[config.mk]
export PLATFORM = sky130hd
export DESIGN_NAME = first_fit_chunk_allocator_unit
export DESIGN_NICKNAME = d
export VERILOG_FILES = /design/src/ffca_pkg.sv /design/src/ffca_ctrl.sv /design/src/ffca_dp.sv /design/src/first_fit_chunk_allocator_unit.sv
export SDC_FILE = /design/constraint.sdc
export NUM_CORES = 2
export LEC_CHECK = 0
export BUFFER_PORTS_ARGS = -buffer_cell sky130_fd_sc_hd__buf_2
export CAP_MARGIN = 10
export CORE_ASPECT_RATIO = 1.75
export CORE_MARGIN = 3
export CORE_UTILIZATION = 55
export DETAILED_ROUTE_END_ITERATION = 7
export MAX_ROUTING_LAYER = met4
export PLACE_DENSITY = 0.74
export SETUP_SLACK_MARGIN = 0.5
export SLEW_MARGIN = 5
export SYNTH_ARGS = -nofsm -noshare
export SYNTH_HDL_FRONTEND = slang
export SYNTH_SLANG_ARGS = --single-unit
[constraint.sdc]
create_clock -name clk -period 5.1 [get_ports clk]
set_input_delay 0 -clock clk [delete_from_list [all_inputs] [get_ports clk]]
set_output_delay 0 -clock clk [all_outputs]
set_load 0.01 [all_outputs]
[src/ffca_pkg.sv]
`timescale 1ns / 1ps
// Shared types, codes and field widths of the first-fit chunk allocator.
// Used by the controller, the datapath, the top level and the checker.
package ffca_pkg;

    localparam int DATA_W = 16;
    localparam int CFG_IDX_W = 1;
    localparam int S_TDATA_W = 32;
    localparam int M_TDATA_W = 24;
    localparam logic [DATA_W-1:0] WRITABLE_RESET = 16'd4096;

    localparam logic [CFG_IDX_W-1:0] CFG_CONSTANTS_LENGTH = 1'b0;
    localparam logic [CFG_IDX_W-1:0] CFG_WRITABLE_SIZE = 1'b1;

    localparam logic [1:0] MODE_ALLOC = 2'd0;
    localparam logic [1:0] MODE_FREE = 2'd1;
    localparam logic [1:0] MODE_REBUILD = 2'd2;
    localparam logic [1:0] MODE_NONE = 2'd3;

    localparam logic [1:0] ST_OK = 2'd0;
    localparam logic [1:0] ST_NO_FIT = 2'd1;
    localparam logic [1:0] ST_BAD_HANDLE = 2'd2;
    localparam logic [1:0] ST_TOO_BIG = 2'd3;

    typedef logic [3:0] op_t;
    localparam op_t OP_NONE = 4'd0;
    localparam op_t OP_LOAD = 4'd1;
    localparam op_t OP_SCAN = 4'd2;
    localparam op_t OP_SHIFT_RD = 4'd3;
    localparam op_t OP_SHIFT_WR = 4'd4;
    localparam op_t OP_SPLIT_WR = 4'd5;
    localparam op_t OP_HIT_WR = 4'd6;
    localparam op_t OP_FREE_WR = 4'd7;
    localparam op_t OP_REB0 = 4'd8;
    localparam op_t OP_REB1 = 4'd9;
    localparam op_t OP_OUT = 4'd10;

    typedef struct packed {
        logic [DATA_W-1:0] payload;
        logic taken;
        logic fixed;
    } entry_t;

    typedef struct packed {
        op_t op;
        logic res_set;
        logic [1:0] res_status;
        logic res_hsel;
    } dp_cmd_t;

    typedef struct packed {
        logic is_alloc;
        logic hit;
        logic miss;
        logic fixed;
        logic split;
        logic shift_done;
        logic too_big;
        logic out_busy;
    } dp_stat_t;

endpackage

[src/ffca_ctrl.sv]
`timescale 1ns / 1ps
// Controller state machine of the first-fit chunk allocator.
// Depends on ffca_pkg; drives the datapath through dp_cmd_t.
module ffca_ctrl
(
    input  logic clk,
    input  logic rst_n,
    input  logic s_tvalid,
    input  logic [1:0] mode,
    output logic s_tready,
    input  ffca_pkg::dp_stat_t stat,
    output ffca_pkg::dp_cmd_t cmd
);

    localparam logic [3:0] S_IDLE = 4'd0;
    localparam logic [3:0] S_SCAN = 4'd1;
    localparam logic [3:0] S_FIT = 4'd2;
    localparam logic [3:0] S_SHIFT_RD = 4'd3;
    localparam logic [3:0] S_SHIFT_WR = 4'd4;
    localparam logic [3:0] S_SPLIT = 4'd5;
    localparam logic [3:0] S_HIT = 4'd6;
    localparam logic [3:0] S_FREE = 4'd7;
    localparam logic [3:0] S_REB0 = 4'd8;
    localparam logic [3:0] S_REB1 = 4'd9;
    localparam logic [3:0] S_DONE = 4'd10;

    logic [3:0] state_reg;
    logic [3:0] state_next;

    assign s_tready = (state_reg == S_IDLE);

    always_ff @(posedge clk or negedge rst_n)
    begin
        if (!rst_n)
        begin
            state_reg <= S_IDLE;
        end
        else
        begin
            state_reg <= state_next;
        end
    end

    always_comb
    begin
        state_next = state_reg;
        cmd.op = ffca_pkg::OP_NONE;
        cmd.res_set = 1'b0;
        cmd.res_status = ffca_pkg::ST_OK;
        cmd.res_hsel = 1'b0;
        unique case (state_reg)
            S_IDLE:
            begin
                if (s_tvalid)
                begin
                    cmd.op = ffca_pkg::OP_LOAD;
                    unique case (mode)
                        ffca_pkg::MODE_ALLOC, ffca_pkg::MODE_FREE:
                        begin
                            state_next = S_SCAN;
                        end
                        ffca_pkg::MODE_REBUILD:
                        begin
                            if (stat.too_big)
                            begin
                                cmd.res_set = 1'b1;
                                cmd.res_status = ffca_pkg::ST_TOO_BIG;
                                state_next = S_DONE;
                            end
                            else
                            begin
                                state_next = S_REB0;
                            end
                        end
                        default:
                        begin
                            cmd.res_set = 1'b1;
                            state_next = S_DONE;
                        end
                    endcase
                end
            end
            S_SCAN:
            begin
                cmd.op = ffca_pkg::OP_SCAN;
                if (stat.hit)
                begin
                    state_next = stat.is_alloc ? S_FIT : S_FREE;
                end
                else if (stat.miss)
                begin
                    cmd.res_set = 1'b1;
                    cmd.res_status = stat.is_alloc ? ffca_pkg::ST_NO_FIT
                                                   : ffca_pkg::ST_BAD_HANDLE;
                    state_next = S_DONE;
                end
            end
            S_FIT:
            begin
                priority if (!stat.split)
                begin
                    state_next = S_HIT;
                end
                else if (stat.shift_done)
                begin
                    state_next = S_SPLIT;
                end
                else
                begin
                    state_next = S_SHIFT_RD;
                end
            end
            S_SHIFT_RD:
            begin
                cmd.op = ffca_pkg::OP_SHIFT_RD;
                state_next = S_SHIFT_WR;
            end
            S_SHIFT_WR:
            begin
                cmd.op = ffca_pkg::OP_SHIFT_WR;
                state_next = S_FIT;
            end
            S_SPLIT:
            begin
                cmd.op = ffca_pkg::OP_SPLIT_WR;
                state_next = S_HIT;
            end
            S_HIT:
            begin
                cmd.op = ffca_pkg::OP_HIT_WR;
                cmd.res_set = 1'b1;
                cmd.res_hsel = 1'b1;
                state_next = S_DONE;
            end
            S_FREE:
            begin
                cmd.op = ffca_pkg::OP_FREE_WR;
                cmd.res_set = 1'b1;
                cmd.res_status = stat.fixed ? ffca_pkg::ST_BAD_HANDLE : ffca_pkg::ST_OK;
                state_next = S_DONE;
            end
            S_REB0:
            begin
                cmd.op = ffca_pkg::OP_REB0;
                state_next = S_REB1;
            end
            S_REB1:
            begin
                cmd.op = ffca_pkg::OP_REB1;
                cmd.res_set = 1'b1;
                state_next = S_DONE;
            end
            S_DONE:
            begin
                if (!stat.out_busy)
                begin
                    cmd.op = ffca_pkg::OP_OUT;
                    state_next = S_IDLE;
                end
            end
            default:
            begin
                state_next = S_IDLE;
            end
        endcase
    end

endmodule

[src/ffca_dp.sv]
`timescale 1ns / 1ps
// Datapath of the first-fit chunk allocator: chunk table memory, offset walk,
// configuration registers and the output register. Depends on ffca_pkg.
module ffca_dp
#(
    parameter int MAX_CHUNKS = 64,
    parameter int HEADER_BYTES = 16,
    parameter int HEAP_BYTES = 65536
)
(
    input  logic clk,
    input  logic rst_n,
    input  logic [1:0] mode,
    input  logic [ffca_pkg::DATA_W-1:0] request_bytes,
    input  logic [ffca_pkg::DATA_W-1:0] handle_in,
    input  logic cfg_we,
    input  logic [ffca_pkg::CFG_IDX_W-1:0] cfg_index,
    input  logic [ffca_pkg::DATA_W-1:0] cfg_data,
    input  ffca_pkg::dp_cmd_t cmd,
    output ffca_pkg::dp_stat_t stat,
    input  logic m_tready,
    output logic m_tvalid,
    output logic [ffca_pkg::DATA_W-1:0] handle_out,
    output logic [1:0] status
);

    localparam int IW = (MAX_CHUNKS > 1) ? $clog2(MAX_CHUNKS) : 1;
    localparam int CW = $clog2(MAX_CHUNKS + 1);
    localparam int HW = $clog2(HEAP_BYTES + 1);
    localparam int OW = (HW > 18) ? HW : 18;
    localparam int DW = ffca_pkg::DATA_W;

    ffca_pkg::entry_t mem [MAX_CHUNKS];
    ffca_pkg::entry_t rd_data_reg;
    ffca_pkg::entry_t hit_ent_reg;
    ffca_pkg::entry_t wdata;
    logic we;
    logic re;
    logic [IW-1:0] waddr;
    logic [IW-1:0] raddr;

    logic [DW-1:0] cl_reg;
    logic [DW-1:0] ws_reg;
    logic [CW-1:0] count_reg;
    logic [CW-1:0] ptr_reg;
    logic chk_valid_reg;
    logic alloc_reg;
    logic out_valid_reg;
    logic [DW-1:0] req_reg;
    logic [DW-1:0] h_reg;
    logic [IW-1:0] chk_idx_reg;
    logic [IW-1:0] hit_idx_reg;
    logic [CW-1:0] k_reg;
    logic [OW-1:0] offset_reg;
    logic [DW-1:0] hit_off_reg;
    logic [DW-1:0] res_handle_reg;
    logic [1:0] res_status_reg;
    logic [DW-1:0] out_handle_reg;
    logic [1:0] out_status_reg;

    logic [OW:0] total;
    logic [OW-1:0] h_ext;
    logic fit;
    logic match;
    logic over;
    logic [CW-1:0] k_dec;
    logic [CW-1:0] idx_inc;
    logic [DW-1:0] leftover;

    assign total = (OW + 1)'(2 * HEADER_BYTES) + (OW + 1)'(cl_reg) + (OW + 1)'(ws_reg);
    assign h_ext = OW'(h_reg);
    assign fit = (rd_data_reg.payload >= req_reg) && !rd_data_reg.taken && !rd_data_reg.fixed;
    assign match = (offset_reg == h_ext);
    assign over = (offset_reg > h_ext);
    assign k_dec = k_reg - CW'(1);
    assign idx_inc = CW'(hit_idx_reg) + CW'(1);
    assign leftover = hit_ent_reg.payload - DW'(HEADER_BYTES) - req_reg;

    assign stat.is_alloc = alloc_reg;
    assign stat.hit = chk_valid_reg && (alloc_reg ? fit : match);
    assign stat.miss = (chk_valid_reg && !alloc_reg && over)
                       || (!chk_valid_reg && (ptr_reg >= count_reg));
    assign stat.fixed = hit_ent_reg.fixed;
    assign stat.split = ({2'b00, hit_ent_reg.payload}
                         > ({2'b00, req_reg} + 18'(HEADER_BYTES)))
                        && (count_reg < CW'(MAX_CHUNKS));
    assign stat.shift_done = (k_reg <= idx_inc);
    assign stat.too_big = (total > (OW + 1)'(HEAP_BYTES));
    assign stat.out_busy = out_valid_reg && !m_tready;

    assign m_tvalid = out_valid_reg;
    assign handle_out = out_handle_reg;
    assign status = out_status_reg;

    always_comb
    begin
        we = 1'b0;
        re = 1'b0;
        waddr = hit_idx_reg;
        raddr = ptr_reg[IW-1:0];
        wdata = hit_ent_reg;
        unique case (cmd.op)
            ffca_pkg::OP_SCAN:
            begin
                re = (ptr_reg < count_reg);
            end
            ffca_pkg::OP_SHIFT_RD:
            begin
                re = 1'b1;
                raddr = k_dec[IW-1:0];
            end
            ffca_pkg::OP_SHIFT_WR:
            begin
                we = 1'b1;
                waddr = k_reg[IW-1:0];
                wdata = rd_data_reg;
            end
            ffca_pkg::OP_SPLIT_WR:
            begin
                we = 1'b1;
                waddr = idx_inc[IW-1:0];
                wdata = '{payload: leftover, taken: 1'b0, fixed: 1'b0};
            end
            ffca_pkg::OP_HIT_WR:
            begin
                we = 1'b1;
                wdata = '{payload: stat.split ? req_reg : hit_ent_reg.payload,
                          taken: 1'b1, fixed: 1'b0};
            end
            ffca_pkg::OP_FREE_WR:
            begin
                we = !hit_ent_reg.fixed;
                wdata = '{payload: hit_ent_reg.payload, taken: 1'b0, fixed: 1'b0};
            end
            ffca_pkg::OP_REB0:
            begin
                we = 1'b1;
                waddr = IW'(0);
                wdata = '{payload: cl_reg, taken: 1'b1, fixed: 1'b1};
            end
            ffca_pkg::OP_REB1:
            begin
                we = 1'b1;
                waddr = IW'(1);
                wdata = '{payload: ws_reg, taken: 1'b0, fixed: 1'b0};
            end
            default:
            begin
                we = 1'b0;
            end
        endcase
    end

    always_ff @(posedge clk)
    begin
        if (we)
        begin
            mem[waddr] <= wdata;
        end
        if (re)
        begin
            rd_data_reg <= mem[raddr];
        end
    end

    always_ff @(posedge clk or negedge rst_n)
    begin
        if (!rst_n)
        begin
            cl_reg <= '0;
            ws_reg <= ffca_pkg::WRITABLE_RESET;
            count_reg <= '0;
            ptr_reg <= '0;
            chk_valid_reg <= 1'b0;
            alloc_reg <= 1'b0;
            out_valid_reg <= 1'b0;
        end
        else
        begin
            if (cfg_we)
            begin
                if (cfg_index == ffca_pkg::CFG_CONSTANTS_LENGTH)
                begin
                    cl_reg <= cfg_data;
                end
                else
                begin
                    ws_reg <= cfg_data;
                end
            end
            if (cmd.op == ffca_pkg::OP_LOAD)
            begin
                ptr_reg <= '0;
                chk_valid_reg <= 1'b0;
                alloc_reg <= (mode == ffca_pkg::MODE_ALLOC);
            end
            else if (cmd.op == ffca_pkg::OP_SCAN)
            begin
                chk_valid_reg <= re;
                if (re)
                begin
                    ptr_reg <= ptr_reg + CW'(1);
                end
            end
            if (cmd.op == ffca_pkg::OP_HIT_WR && stat.split)
            begin
                count_reg <= count_reg + CW'(1);
            end
            else if (cmd.op == ffca_pkg::OP_REB1)
            begin
                count_reg <= CW'(2);
            end
            if (cmd.op == ffca_pkg::OP_OUT)
            begin
                out_valid_reg <= 1'b1;
            end
            else if (m_tready)
            begin
                out_valid_reg <= 1'b0;
            end
        end
    end

    always_ff @(posedge clk)
    begin
        if (cmd.op == ffca_pkg::OP_LOAD)
        begin
            req_reg <= request_bytes;
            h_reg <= handle_in;
            offset_reg <= '0;
        end
        else if (cmd.op == ffca_pkg::OP_SCAN && chk_valid_reg)
        begin
            chk_idx_reg <= raddr;
            hit_idx_reg <= chk_idx_reg;
            hit_ent_reg <= rd_data_reg;
            hit_off_reg <= offset_reg[DW-1:0];
            k_reg <= count_reg;
            offset_reg <= offset_reg + OW'(HEADER_BYTES) + OW'(rd_data_reg.payload);
        end
        else if (cmd.op == ffca_pkg::OP_SCAN)
        begin
            chk_idx_reg <= raddr;
        end
        if (cmd.op == ffca_pkg::OP_SHIFT_WR)
        begin
            k_reg <= k_dec;
        end
        if (cmd.res_set)
        begin
            res_status_reg <= cmd.res_status;
            res_handle_reg <= cmd.res_hsel ? hit_off_reg : '0;
        end
        if (cmd.op == ffca_pkg::OP_OUT)
        begin
            out_handle_reg <= res_handle_reg;
            out_status_reg <= res_status_reg;
        end
    end

endmodule

[src/first_fit_chunk_allocator_unit.sv]
`timescale 1ns / 1ps
// An allocate or a free walks the chunk table one entry per cycle through a
// single read port of the table memory. An allocate that fits marks its chunk
// taken and hands out its offset; a free that finds its chunk clears it unless
// it is fixed. A walk ends when it runs off the table, and a free ends when it
// passes the handle. A split first moves each later chunk up one place, a read
// and then a write per chunk, and then writes the leftover chunk. A rebuild
// that fits writes the two table entries; a refused rebuild and any other item
// go straight to the result. One item is worked at a time; a finished result
// waits in the output register while the next item is accepted.
// Top level; depends on ffca_pkg, ffca_ctrl and ffca_dp.
module first_fit_chunk_allocator_unit
#(
    parameter int MAX_CHUNKS = 64,
    parameter int HEADER_BYTES = 16,
    parameter int HEAP_BYTES = 65536
)
(
    input  logic clk,
    input  logic rst_n,
    input  logic s_tvalid,
    output logic s_tready,
    input  logic [ffca_pkg::S_TDATA_W-1:0] s_tdata, // request_bytes, handle_in
    input  logic [1:0] s_tuser,                     // mode
    output logic m_tvalid,
    input  logic m_tready,
    output logic [ffca_pkg::M_TDATA_W-1:0] m_tdata, // handle_out, status, zero fill
    input  logic cfg_we,
    input  logic [ffca_pkg::CFG_IDX_W-1:0] cfg_index,
    input  logic [ffca_pkg::DATA_W-1:0] cfg_data
);

    ffca_pkg::dp_cmd_t cmd;
    ffca_pkg::dp_stat_t stat;
    logic [ffca_pkg::DATA_W-1:0] handle_out;
    logic [1:0] status;

    assign m_tdata = {6'b000000, status, handle_out};

    ffca_ctrl u_ctrl
    (
        .clk(clk),
        .rst_n(rst_n),
        .s_tvalid(s_tvalid),
        .mode(s_tuser),
        .s_tready(s_tready),
        .stat(stat),
        .cmd(cmd)
    );

    ffca_dp
    #(
        .MAX_CHUNKS(MAX_CHUNKS),
        .HEADER_BYTES(HEADER_BYTES),
        .HEAP_BYTES(HEAP_BYTES)
    )
    u_dp
    (
        .clk(clk),
        .rst_n(rst_n),
        .mode(s_tuser),
        .request_bytes(s_tdata[15:0]),
        .handle_in(s_tdata[31:16]),
        .cfg_we(cfg_we),
        .cfg_index(cfg_index),
        .cfg_data(cfg_data),
        .cmd(cmd),
        .stat(stat),
        .m_tready(m_tready),
        .m_tvalid(m_tvalid),
        .handle_out(handle_out),
        .status(status)
    );

endmodule

# Word level (Yosys, flattened, before mapping)
# Memories as Yosys holds them, arrays and structs flattened. A register that Yosys moved wholly into a read port is not among the register bits.
# Index checks and enable logic that the tools add are counted.
[classes]
n_eq_ne = 27
mux = 46
reduce_logical = 35
bitwise_logic = 2
n_mul = 0
shift = 0
div = 0
magnitude_cmp = 8
n_addsub = 11
[op_table]
columns = ["op", "n"]
rows = [
  ["one-hot mux 18 bit (6 select lines)", 1],
  ["2-to-1 mux 7 bit", 8],
  ["one-hot mux 4 bit (10 select lines)", 1],
  ["one-hot mux 4 bit (9 select lines)", 1],
  ["== test 4 x 3 -> 1 bit, second input constant", 8],
  ["== test 4 bit, second input constant", 6],
  ["2-to-1 mux 4 bit", 6],
  ["one-hot mux 6 bit (4 select lines)", 1],
  ["adder 19 x 16 -> 19 bit", 1],
  ["greater-than comparator 19 x 17 -> 1 bit, second input constant", 1],
  ["adder 18 x 16 -> 18 bit", 1],
  ["adder 18 x 5 -> 18 bit, second input constant", 1],
  ["== test 18 x 16 -> 1 bit", 1],
  ["greater-than comparator 16 x 18 -> 1 bit", 1],
  ["greater-than comparator 18 x 16 -> 1 bit", 1],
  ["2-to-1 mux 3 bit", 6],
  ["2-to-1 mux 6 bit", 3],
  ["adder 16 x 5 -> 17 bit, second input constant", 1],
  ["adder 6 x 16 -> 17 bit, first input constant", 1],
  ["== test 4 x 2 -> 1 bit, second input constant", 4],
  ["greater-or-equal comparator 16 bit", 1],
  ["2-to-1 mux 16 bit", 1],
  ["subtractor 16 bit", 1],
  ["subtractor 16 x 5 -> 16 bit, second input constant", 1],
  ["other kinds (30)", 71],
]
[totals]
latchBits = 0
mem_count = 1
inputBits = 56
rom_bits = 0
ram_bits = 1152
reg_bits = 192
word_cells = 152
[mem_list]
columns = ["memory", "depth", "word_bits", "read_ports", "rd_clocked_by_memory_dff", "write_ports", "line_no", "text"]
rows = [
  ["u_dp.mem", 64, 18, 1, 1, 1, "ffca_dp.sv:33", "ffca_pkg::entry_t mem [MAX_CHUNKS];"],
]

# Depth between registers and ports, before layout
[depth]
word_depth = 12
ltp_mapped = 16
depth_no_buf = 15

# Modules after synthesis
# From an unflattened synthesis, not the netlist that was laid out.
[unflattened]
hier_cells = 4696
hier_area_um2 = 57973.1
[modules_own_cells]
columns = ["mod", "cells_each", "instances", "area_per_inst_um2", "seq_area_each_um2"]
rows = [
  ["ffca_dp", 4626, 1, 57460.1, 40355.0],
  ["ffca_ctrl", 63, 1, 464.2, 100.1],
  ["first_fit_chunk_allocator_unit", 7, 1, 48.8, 0.0],
]

# Worst setup path before layout
# OpenSTA, ideal clock, no wires.
[synth_path]
kind = "register -> register"
startpoint = "register u_dp.req_reg[2]"
endpoint = "memory u_dp.mem[0][14] in the netlist's numbering (data pin)"
required_ns = 4.398
path_stages_with_launch = 13
t_arrival_ns = 4.785
n_path_buf = 0
setup_time_ns = 0.702
slack_ns = -0.387
cell_sequence = "edfxtp_1 -> inv_1 -> ha_1 -> inv_1 -> fa_1 -> o21bai_1 -> a21oi_1 -> o21ai_0 -> a41oi_1 -> nand2b_1 -> a21boi_0 -> xnor2_1 -> o21ai_0"
[synth_lines]
columns = ["item", "line_no", "text"]
rows = [
  ["from (decl)", "ffca_dp.sv:49", "logic [DW-1:0] req_reg;"],
  ["from (signal assigned)", "ffca_dp.sv:228", "req_reg <= request_bytes;"],
  ["to (decl)", "ffca_dp.sv:33", ""],
]

==> reports/metrics.csv <==
stage,metric,value,unit
sta,setup_viol,0,
clock_network,clk_latency,0.75,ns
synth,synthesis.area,60100,µm²
drt,wl_met3,7850,µm
floorplanning,chipWidth,256,µm
floorplanning,core_area,108000,µm²
synth,yosys_warnings,0,
drt,wl_met2,79500,µm
synth,synthAdderAreaFrac,3.13,%
min_path,whs_endpoint,u_dp.req_reg[8],
cells_and_area,areaGrowthSynthToFinish,13.2,%
clock_network,cts-root-buf,clkbuf_16,
worst_setup_path,worst_r2r_endpoint,u_dp.mem[43][16],
sta,final.min_clock_period,4.47,ns
global_routing,grt_antenna_before_repair,4,
cells_and_area,largest_register_ffs,1152,
clock_network,cts-buffers-inserted,113,
synth,yosys-top-cells-area,"edfxtp_1, mux2i_1, ha_1",
worst_setup_path,crit_type,reg2reg,
sta,rsz0062_at_grt,false,
synth,synth.avg_cell_area,16.0,µm²
synth,synth_xor_xnor_area_share,0.963,%
global_routing,gr-total-overflow,0,
outcome,status,completed,
drt,via_per_inst,6.01,
min_path,hold_start,s_tdata[8],
sta,hold_viol,0,
synth,synth_cell_type_count,80,
synth,synth_edf_count,1291,
sta,setup_tns,0,ns
worst_setup_path,worstPathArrival,4.94,ns
min_path,holdPathStages,2,
synth,ys.flop_type,edfxtp_1,
floorplanning,start_util,55.7,%
global_routing,grt_max_degree,74,
drt,antenna_left,0,
synth,async_flop_share,3.89,%
drt,drc,0,
placed_design,portBuffers,75,
worst_setup_path,crit_path_max_fanout,34,
floorplanning,io_pins,82,
min_path,hold_path_class,in2reg,
global_routing,grt_pass1_vias,34100,
clock_network,htreeDepth,3,
drt,route.top_layer_used,met4,
sta,drv_slew,0,
synth,synthMuxAreaShare,19.6,%
clock_network,clock_path_buffers,3,
synth,ys_seq_area_share,67.4,%
clock_network,cts_setup_buffers,0,
drt,wl_per_cell,27.1,µm
clock_network,clkTransAtPathRegs,0.07,ns
power_and_ir_drop,peakVddDrop,0.000345,V
worst_setup_path,r2r_setup_slack,0.63,ns
global_routing,grt_pass1_wl,220000,µm
drt,drt-total-wl,151000,µm
synth,synth-compound-area-share,3.34,%
drt,firstDrtPassIters,5,
job,maxCapViolations,0,
clock_network,cts_tree,built,
floorplanning,rows,159,
cells_and_area,nets,4245,
power_and_ir_drop,power_leakage,26.7,nW
cells_and_area,final_core_utilization,63.0,%
synth,synth_top_area_share,64.6,%
synth,yosys.area.top_type,edfxtp_1,
drt,vias,33600,
synth,synth_top_family_by_area,multiplexers,
synth,synth_simple_gate_area_share,3.29,%
clock_network,numClockSinks,1362,
sta,slew-limit-headroom,16.7,%
sta,fin_crit_sh,87.7,%
sta,fin_worst_skew,0.0472,ns
placed_design,place_congestion,0.958,
floorplanning,fp.dieH,443,µm
global_routing,track_usage,27.3,%
cells_and_area,drive_gt1_share,12.9,%
power_and_ir_drop,p_total,36.8,mW
sta,fmax,224,MHz
drt,initialDrtViolationCount,2616,
worst_setup_path,crit_path_end_kind,register,
floorplanning,dieArea,113000,µm²
worst_setup_path,r2r_start,u_dp.req_reg[6],
synth,ys_ff_latch,1362,
drt,met1_length,54200,µm
power_and_ir_drop,p_per_area,542,nW/µm²
synth,synth_cells,3742,
placed_design,place_hpwl,93500,µm
worst_setup_path,crit_path_start_kind,register,
sta,whs,0.0292,ns
sta,tightest_slew,1.24,ns
worst_setup_path,rr_worst_depth,12,
worst_setup_path,cp.required,5.57,ns
-- critical path, stage by stage (launching register included) --
cell	delay (ns)
edfxtp_1	0.50
nand3_1	0.21
nor4_1	0.54
nand3_1	0.17
xnor2_1	0.16
ha_1	0.29
nand4_1	0.14
o311a_1	0.45
or2_1	0.36
a211o_1	0.39
a221oi_2	0.31
o21ai_4	0.32
buf_4	0.32
-- cells in the mapped netlist, types with 4 or more instances --
cell type,instances
a211oi_1,9
a21o_1,29
a21oi_1,78
a221o_1,14
a222oi_1,8
a22oi_1,7
and2_1,20
and3_1,11
and4_1,5
buf_1,21
buf_2,51
buf_4,65
clkbuf_1,26
dfrtp_1,52
dfxtp_1,18
edfxtp_1,1291
fa_1,4
ha_1,144
inv_1,114
mux2_2,32
mux2i_1,1140
nand2_1,112
nand2b_1,12
nand3_1,33
nand4_1,19
nor2_1,134
nor2b_1,15
nor3_1,29
nor3b_1,4
nor4_1,8
o211ai_1,7
o21a_1,12
o21ai_0,60
o21ai_1,7
o21bai_1,4
o22ai_1,6
o31ai_1,8
or2_2,5
or3_1,4
xnor2_1,48
xor2_1,18
-- worst max-delay path by stage --
stage / slack, ns / to / startpoint
after CTS: 0.59 / u_dp.mem[23][13] / u_dp.req_reg[6]
final: 0.63 / u_dp.mem[43][16] / u_dp.req_reg[6]
after floorplan: 0.53 / u_dp.mem[0][10] / u_dp.req_reg[4]
after detailed placement: 0.62 / u_dp.mem[48][13] / u_dp.req_reg[6]
after global placement: 0.64 / u_dp.mem[49][13] / u_dp.req_reg[6]
after global routing: 0.52 / u_dp.mem[51][16] / u_dp.req_reg[6]
-- logic make-up (layout without fill, tap and decap cells) --
group,after synthesis,in the layout
AO/OA/AOI/OAI,293,293
XOR/XNOR,66,66
adder cells (fa/ha/maj),148,148
buffers and inverters,280,672
flip-flops,1362,1362
multiplexers,1172,1172
other,1,9
AND/OR/NAND/NOR,420,420
-- placed cells by master (no fill, tap or decap), drive strengths merged, types with 13 or more instances in the layout --
master	n
edfxtp	1291
mux2i	1140
buf	262
clkbuf	153
ha	144
nor2	134
inv	118
nand2	112
dlygate4sd3	83
a21oi	78
o21ai	67
dfrtp	52
xnor2	48
clkinv	37
nand3	34
mux2	32
a21o	29
nor3	29
and2	21
nand4	19
xor2	18
dfxtp	18
nor2b	15
a221o	14
bufinv	13
-- per-stage QoR --
stage	worst slack (ns)	instance area (µm²)	std cells
floorplan	0.532	60100	3747
global placement	0.640	63300	5292
detailed placement	0.621	63300	5292
CTS	0.593	67900	5588
global route	0.520	68000	5590
finish	0.626	68000	5591
-- layout make-up --
| class | count | area [µm²] |
|---|---|---|
| sequential | 1362 | 40500 |
| inverter | 114 | 428 |
| multi-input combinational | 2105 | 18500 |
| fill | 7645 | 39900 |
| timing repair buffer | 345 | 3000 |
| clock inverter | 60 | 686 |
| tap | 1449 | 1810 |
| clock buffer | 153 | 3090 |
| antenna | 3 | 7.51 |
-- metal layers --
metal  vias to the layer above  GRT usage [%]
met3                       391           3.35
met2                      1132           48.4
met4                         0           16.3
met5                         -              -
li1                      15000              -
met1                     17100           29.4
-- what timing repair did --
action,4_1_cts,5_1_grt
endpoints found under the hold margin,129,0
endpoints found under the setup margin,0,107
resized for setup,0,2
hold buffers,83,0
-- power breakdown --
part	internal [mW]	switching, mW	total, mW	leakage, nW
Clock	4.93	3.94	8.87	1.84
Combinational	4.80	7.91	12.7	12.4
Sequential	14.7	0.545	15.2	12.5
Note: power is estimated with default switching activity, not from simulation.
